### src/sv/ptob_pkg.sv
// Shared constants and types for the price-time order book.
// Used by ptob_ctrl, ptob_dp and price_time_order_book; depends on nothing.
package ptob_pkg;

   localparam int MAX_ORDERS_DEF = 256;
   localparam int ID_W           = 32;
   localparam int QTY_W          = 32;
   localparam int PRICE_W        = 10;
   localparam int STATUS_W       = 2;

   // Request modes
   localparam logic MODE_ADD    = 1'b0;
   localparam logic MODE_REMOVE = 1'b1;

   // Sides
   localparam logic SIDE_BID = 1'b0;
   localparam logic SIDE_ASK = 1'b1;

   // Result status codes
   localparam logic [STATUS_W-1:0] ST_OK        = 2'd0;
   localparam logic [STATUS_W-1:0] ST_NOT_FOUND = 2'd1;
   localparam logic [STATUS_W-1:0] ST_FULL      = 2'd2;
   localparam logic [STATUS_W-1:0] ST_DUP       = 2'd3;

   // Order fields held per slot
   typedef struct packed {
      logic [ID_W-1:0]    id;
      logic               side;
      logic [PRICE_W-1:0] price;
      logic [QTY_W-1:0]   qty;
   } ord_type;

   // Controller to datapath commands
   typedef struct packed {
      logic load;        // capture request fields
      logic clear;       // clear in-use flag at the sweep address
      logic scan1;       // lookup scan read at the sweep address
      logic scan2;       // best-price scan read at the sweep address
      logic report_clr;  // latch status, clear the top-of-book registers
      logic write1;      // place or unlink the order
      logic write2;      // link the old tail to the new order
   } cmd_type;

   // Datapath to controller status
   typedef struct packed {
      logic do_write;
      logic need_w2;
   } sts_type;

endpackage

### src/sv/ptob_ctrl.sv
// Controller state machine for the price-time order book.
// Depends on ptob_pkg; drives ptob_dp through command and status structs.
module ptob_ctrl #(
   parameter int MAX_ORDERS = ptob_pkg::MAX_ORDERS_DEF
) (
   input  logic                          clock,
   input  logic                          reset,
   input  logic                          start,
   output logic                          busy,
   output logic                          rsp_valid,
   output ptob_pkg::cmd_type             cmd,
   output logic [$clog2(MAX_ORDERS)-1:0] addr,
   input  ptob_pkg::sts_type             sts
);

   localparam int SW = $clog2(MAX_ORDERS);

   localparam logic [3:0] S_CLEAR  = 4'd0;
   localparam logic [3:0] S_IDLE   = 4'd1;
   localparam logic [3:0] S_SCAN1  = 4'd2;
   localparam logic [3:0] S_DRAIN1 = 4'd3;
   localparam logic [3:0] S_DECIDE = 4'd4;
   localparam logic [3:0] S_WRITE1 = 4'd5;
   localparam logic [3:0] S_WRITE2 = 4'd6;
   localparam logic [3:0] S_SCAN2  = 4'd7;
   localparam logic [3:0] S_DRAIN2 = 4'd8;
   localparam logic [3:0] S_RESP   = 4'd9;

   logic [3:0]    state_ff, state_in;
   logic [SW-1:0] cnt_ff, cnt_in;
   logic          last;

   assign last      = (cnt_ff == SW'(MAX_ORDERS - 1));
   assign addr      = cnt_ff;
   assign busy      = (state_ff != S_IDLE);
   assign rsp_valid = (state_ff == S_RESP);

   // Clear pass after reset, then per transaction: lookup scan, update, best-price scan, result
   always_comb begin
      state_in = state_ff;
      cnt_in   = '0;
      cmd      = '0;
      case (state_ff)
         S_CLEAR: begin
            cmd.clear = 1'b1;
            cnt_in    = cnt_ff + 1'b1;
            if (last) begin
               cnt_in   = '0;
               state_in = S_IDLE;
            end
         end
         S_IDLE: begin
            if (start) begin
               cmd.load = 1'b1;
               state_in = S_SCAN1;
            end
         end
         S_SCAN1: begin
            cmd.scan1 = 1'b1;
            cnt_in    = cnt_ff + 1'b1;
            if (last) begin
               cnt_in   = '0;
               state_in = S_DRAIN1;
            end
         end
         S_DRAIN1: state_in = S_DECIDE;
         S_DECIDE: begin
            cmd.report_clr = 1'b1;
            state_in = sts.do_write ? S_WRITE1 : S_SCAN2;
         end
         S_WRITE1: begin
            cmd.write1 = 1'b1;
            state_in   = sts.need_w2 ? S_WRITE2 : S_SCAN2;
         end
         S_WRITE2: begin
            cmd.write2 = 1'b1;
            state_in   = S_SCAN2;
         end
         S_SCAN2: begin
            cmd.scan2 = 1'b1;
            cnt_in    = cnt_ff + 1'b1;
            if (last) begin
               cnt_in   = '0;
               state_in = S_DRAIN2;
            end
         end
         S_DRAIN2: state_in = S_RESP;
         S_RESP:   state_in = S_IDLE;
         default:  state_in = S_IDLE;
      endcase
   end

   // Hold state and sweep counter
   always_ff @(posedge clock) begin
      if (reset) begin
         state_ff <= S_CLEAR;
         cnt_ff   <= '0;
      end else begin
         state_ff <= state_in;
         cnt_ff   <= cnt_in;
      end
   end

endmodule

### config.mk
export PLATFORM = sky130hd
export DESIGN_NAME = ptob_ctrl
export DESIGN_NICKNAME = d
export VERILOG_FILES = /design/src/sv/ptob_pkg.sv /design/src/sv/ptob_ctrl.sv
export SDC_FILE = /design/constraint.sdc
export NUM_CORES = 1
export LEC_CHECK = 0
export CAP_MARGIN = 20
export CORE_MARGIN = 2
export CORE_UTILIZATION = 40
export CTS_BUF_LIST = sky130_fd_sc_hd__clkbuf_8 sky130_fd_sc_hd__clkbuf_16
export DETAILED_ROUTE_END_ITERATION = 10
export DONT_BUFFER_PORTS = 1
export SLEW_MARGIN = 20
export SYNTH_ARGS = -nofsm -noshare
export SYNTH_HDL_FRONTEND = slang
export SYNTH_SLANG_ARGS = --single-unit
### constraint.sdc
create_clock -name clock -period 1.2 [get_ports clock]
set_input_delay 0.24 -clock clock [delete_from_list [all_inputs] [get_ports clock]]
set_output_delay 0.24 -clock clock [all_outputs]
set_load 0.05 [all_outputs]
==> impl_metrics.json <==
{
  "die_area_mm2": 0.00203,
  "crit_fanout": 3,
  "cellPowerDensity_mw_per_mm2": 658,
  "synthesis.area_um2": 674,
  "holdCritPathClass": "in2reg",
  "finalWirelength_um": 2290,
  "crit_type": "reg2out",
  "hold_start": "reset",
  "die_w_um": 45.1,
  "ys_warn_count": 0,
  "vdd_drop_max_mv": 0.909,
  "required_ns": 0.96,
  "pin_count": 22,
  "floorplan.initialDensity": 0.438,
  "cts_tree": "done",
  "ff2ff_path_depth": 7,
  "grt_max_degree": 9,
  "reg2reg_slack_ns": -0.29,
  "slew_viol_final": 0,
  "finalNetCount": 123,
  "routed_via_density": 5.61,
  "grt_remaining_overflow": 0,
  "worstPathCellList": "buf_6 > or3_4 > nor2_4 > buf_12",
  "dpl_worst_slack_ns": -0.234,
  "grt_pass1_wl_um": 3460,
  "power_uw": 863,
  "avgRoutedWirePerCell_um": 17.4,
  "ys_seq_area_frac": 0.356,
  "skew_ns": 0.00288,
  "timing.final.hold_violations": 0,
  "r2r-end": "state_ff[1]$_SDFFE_PP0P_",
  "areaGrowthSynthToFinish_pct": 94.4,
  "cts_max_level": 1,
  "rsz0062_at_grt": "true",
  "worst_slew_pin_slew_ns": 0.295,
  "critical-path-top-delay-family": "simple AND/OR/NAND/NOR gates",
  "setup-violations-final": 20,
  "syn-instance-count": 76,
  "fin_setup_tns_ns": -5.69,
  "numCtsBuffers": 3,
  "rows": 14,
  "antenna_found_initial": 0,
  "drc": 0,
  "fmaxAchievable_mhz": 631,
  "min_period_ns": 1.59,
  "drt_iter0_markers": 14,
  "cp_slowest_cell": "or3_4",
  "final_cell_area_mm2": 0.00131,
  "vias": 735,
  "ys_types": 33,
  "hold_path_end": "state_ff[3]$_SDFFE_PP0P_",
  "numPortBuffers": 0,
  "cts_buffer_depth": 2,
  "violations": "negative setup slack",
  "synth_nets": 82,
  "cp-end-kind": "output port",
  "synth-seq-cells": 12,
  "power_leakage_nw": 0.503,
  "timing.hold.ws_ns": 0.0613,
  "critPathLaunchType": "register",
  "worst_slack_ns": -0.386,
  "timing.critical_path.buf_inv": 2,
  "cts_hold_buf": 0,
  "worstPathArrival_ns": 1.35,
  "clk_pin_slew_ns": 0.05,
  "clock-sinks": 12,
  "cts_root_buf": "clkbuf_8",
  "status": "finished with violations",
  "max-cap-violations": 0,
  "hold_depth": 1,
  "insertion_delay_ns": 0.24,
  "diodes": 0,
  "core_area_mm2": 0.00154,
  "detail-route-antenna-nets": 0,
  "place_area_mm2": 0.00113,
  "grt_pass1_vias": 750,
  "relSlewSlack": 0.802,
  "period_share": 1.32,
  "dp_hpwl_um": 1380,
  "fp.dieH_um": 45.1,
  "gp_congestion": 0.884,
  "worstReg2RegStart": "state_ff[3]$_SDFFE_PP0P_",
  "track_usage": 0.244,
  "drive_gt1_frac": 0.757,
  "syn_avg_cell_area_um2": 8.87,
  "dr.pass1.iters": 4,
  "slowest_delay_ns": 0.39
}
==> state kept, by name, indices dropped and copies added, names as in the netlist <==
| register | cells |
|---|---|
| addr | 8 |
| state_ff | 4 |
==> metal layers <==
| layer | part of all wire | vias to the layer above | GRT usage |
|---|---|---|---|
| met1 | 0.38 | 357 | 0.275 |
| met4 | 0.016 | 0 | 0.100 |
| met2 | 0.55 | 29 | 0.426 |
| met5 | 0 | - | 0 |
| li1 | - | 345 | - |
| met3 | 0.053 | 4 | 0.0720 |
==> worst register-to-register path: stages (launching register included) <==
cell and delay [ns]:
dfxtp_2 0.33, buf_4 0.13, buf_6 0.11, and4b_4 0.37, o22ai_4 0.09, buf_6 0.14
mux2i_1 0.16, nor2_1 0.06
==> placed cells by master, fill, tap and decap left out, types with 2 or more instances in the layout <==
cell type and count:
buf_4 25, nand2b_1 2, xnor2_1 3, and3_1 4
nand2b_4 2, o21ai_2 2, dfxtp_4 5, nor3_4 2
buf_12 7, buf_6 9, xor2_1 2, nor2_2 8
inv_1 3, nor2_4 4, nor2_1 4, mux2i_1 2
dfxtp_2 7, clkbuf_8 3
==> synth_stat cells, drive strengths merged <==
master	instances	area share
nor3	4	0.037
or3	1	0.0093
and4b	1	0.020
nor2	16	0.13
and3	4	0.037
ha	1	0.019
mux2i	2	0.030
o22ai	1	0.019
a32oi	1	0.013
a31oi	1	0.0093
dfxtp	12	0.36
or2b	1	0.011
buf	5	0.056
a21oi	1	0.0074
inv	3	0.017
or2	1	0.0093
nand4	1	0.0093
nand3	2	0.022
xnor2	4	0.052
a21o	1	0.011
nor4	1	0.0093
xor2	2	0.026
nand2b	4	0.037
nor3b	1	0.011
a2111oi	1	0.013
a221oi	1	0.013
nand2	1	0.0056
o21ai	2	0.015
==> cell families (layout without fill, tap and decap cells) <==
| kind of cell | count (synthesis) | after routing | synth area share |
|---|---|---|---|
| buf+inv | 8 | 47 | 0.0723 |
| mux | 2 | 2 | 0.0297 |
| xor+xnor | 6 | 6 | 0.0779 |
| compound gates | 9 | 9 | 0.100 |
| flops | 12 | 12 | 0.356 |
| simple gates | 38 | 38 | 0.345 |
| fa+ha+maj | 1 | 1 | 0.0185 |
==> report_power, final <==
group	switching (mW)	internal [mW]	total [mW]
Clock	0.135	0.220	0.355
Sequential	0.00984	0.403	0.413
Combinational	0.0618	0.0337	0.0954
Total	0.207	0.657	0.863
==> repair_timing <==
item / CTS / global route
setup buffers: 5 / 3
pin swaps: 15 / 8
endpoints found under the setup margin: 21 / 21
gates resized for setup: 25 / 4
==> area by class of cell <==
cell class	count	area [µm²]
multi-input combinational	56	542
tap	16	20.0
inverter	3	11.3
fill	74	230
clock buffer	3	41.3
timing repair buffer	41	429
sequential	12	268
==> per-stage QoR <==
step	util	std cells
floorplan	-	76
global placement	0.732	122
detailed placement	0.732	122
CTS	0.838	130
global route	0.851	131
finish	0.851	131
==> worst max path at each step <==
| stage | start | end | slack, ns | depth (start not counted) |
|---|---|---|---|---|
| after floorplan | state_ff[2]$_SDFFE_PP0P_ | cmd[6] | -0.27 | 3 |
| after global placement | state_ff[2]$_SDFFE_PP0P_ | addr[4]$_SDFF_PP0_ | -0.17 | 4 |
| after detailed placement | state_ff[2]$_SDFFE_PP0P_ | addr[3]$_SDFF_PP0_ | -0.23 | 4 |
| after CTS | state_ff[1]$_SDFFE_PP0P_ | cmd[6] | -0.38 | 4 |
| after global routing | state_ff[3]$_SDFFE_PP0P_ | cmd[6] | -0.42 | 4 |
| final | state_ff[3]$_SDFFE_PP0P_ | cmd[6] | -0.39 | 4 |
Power figures use the tool's default switching activity.
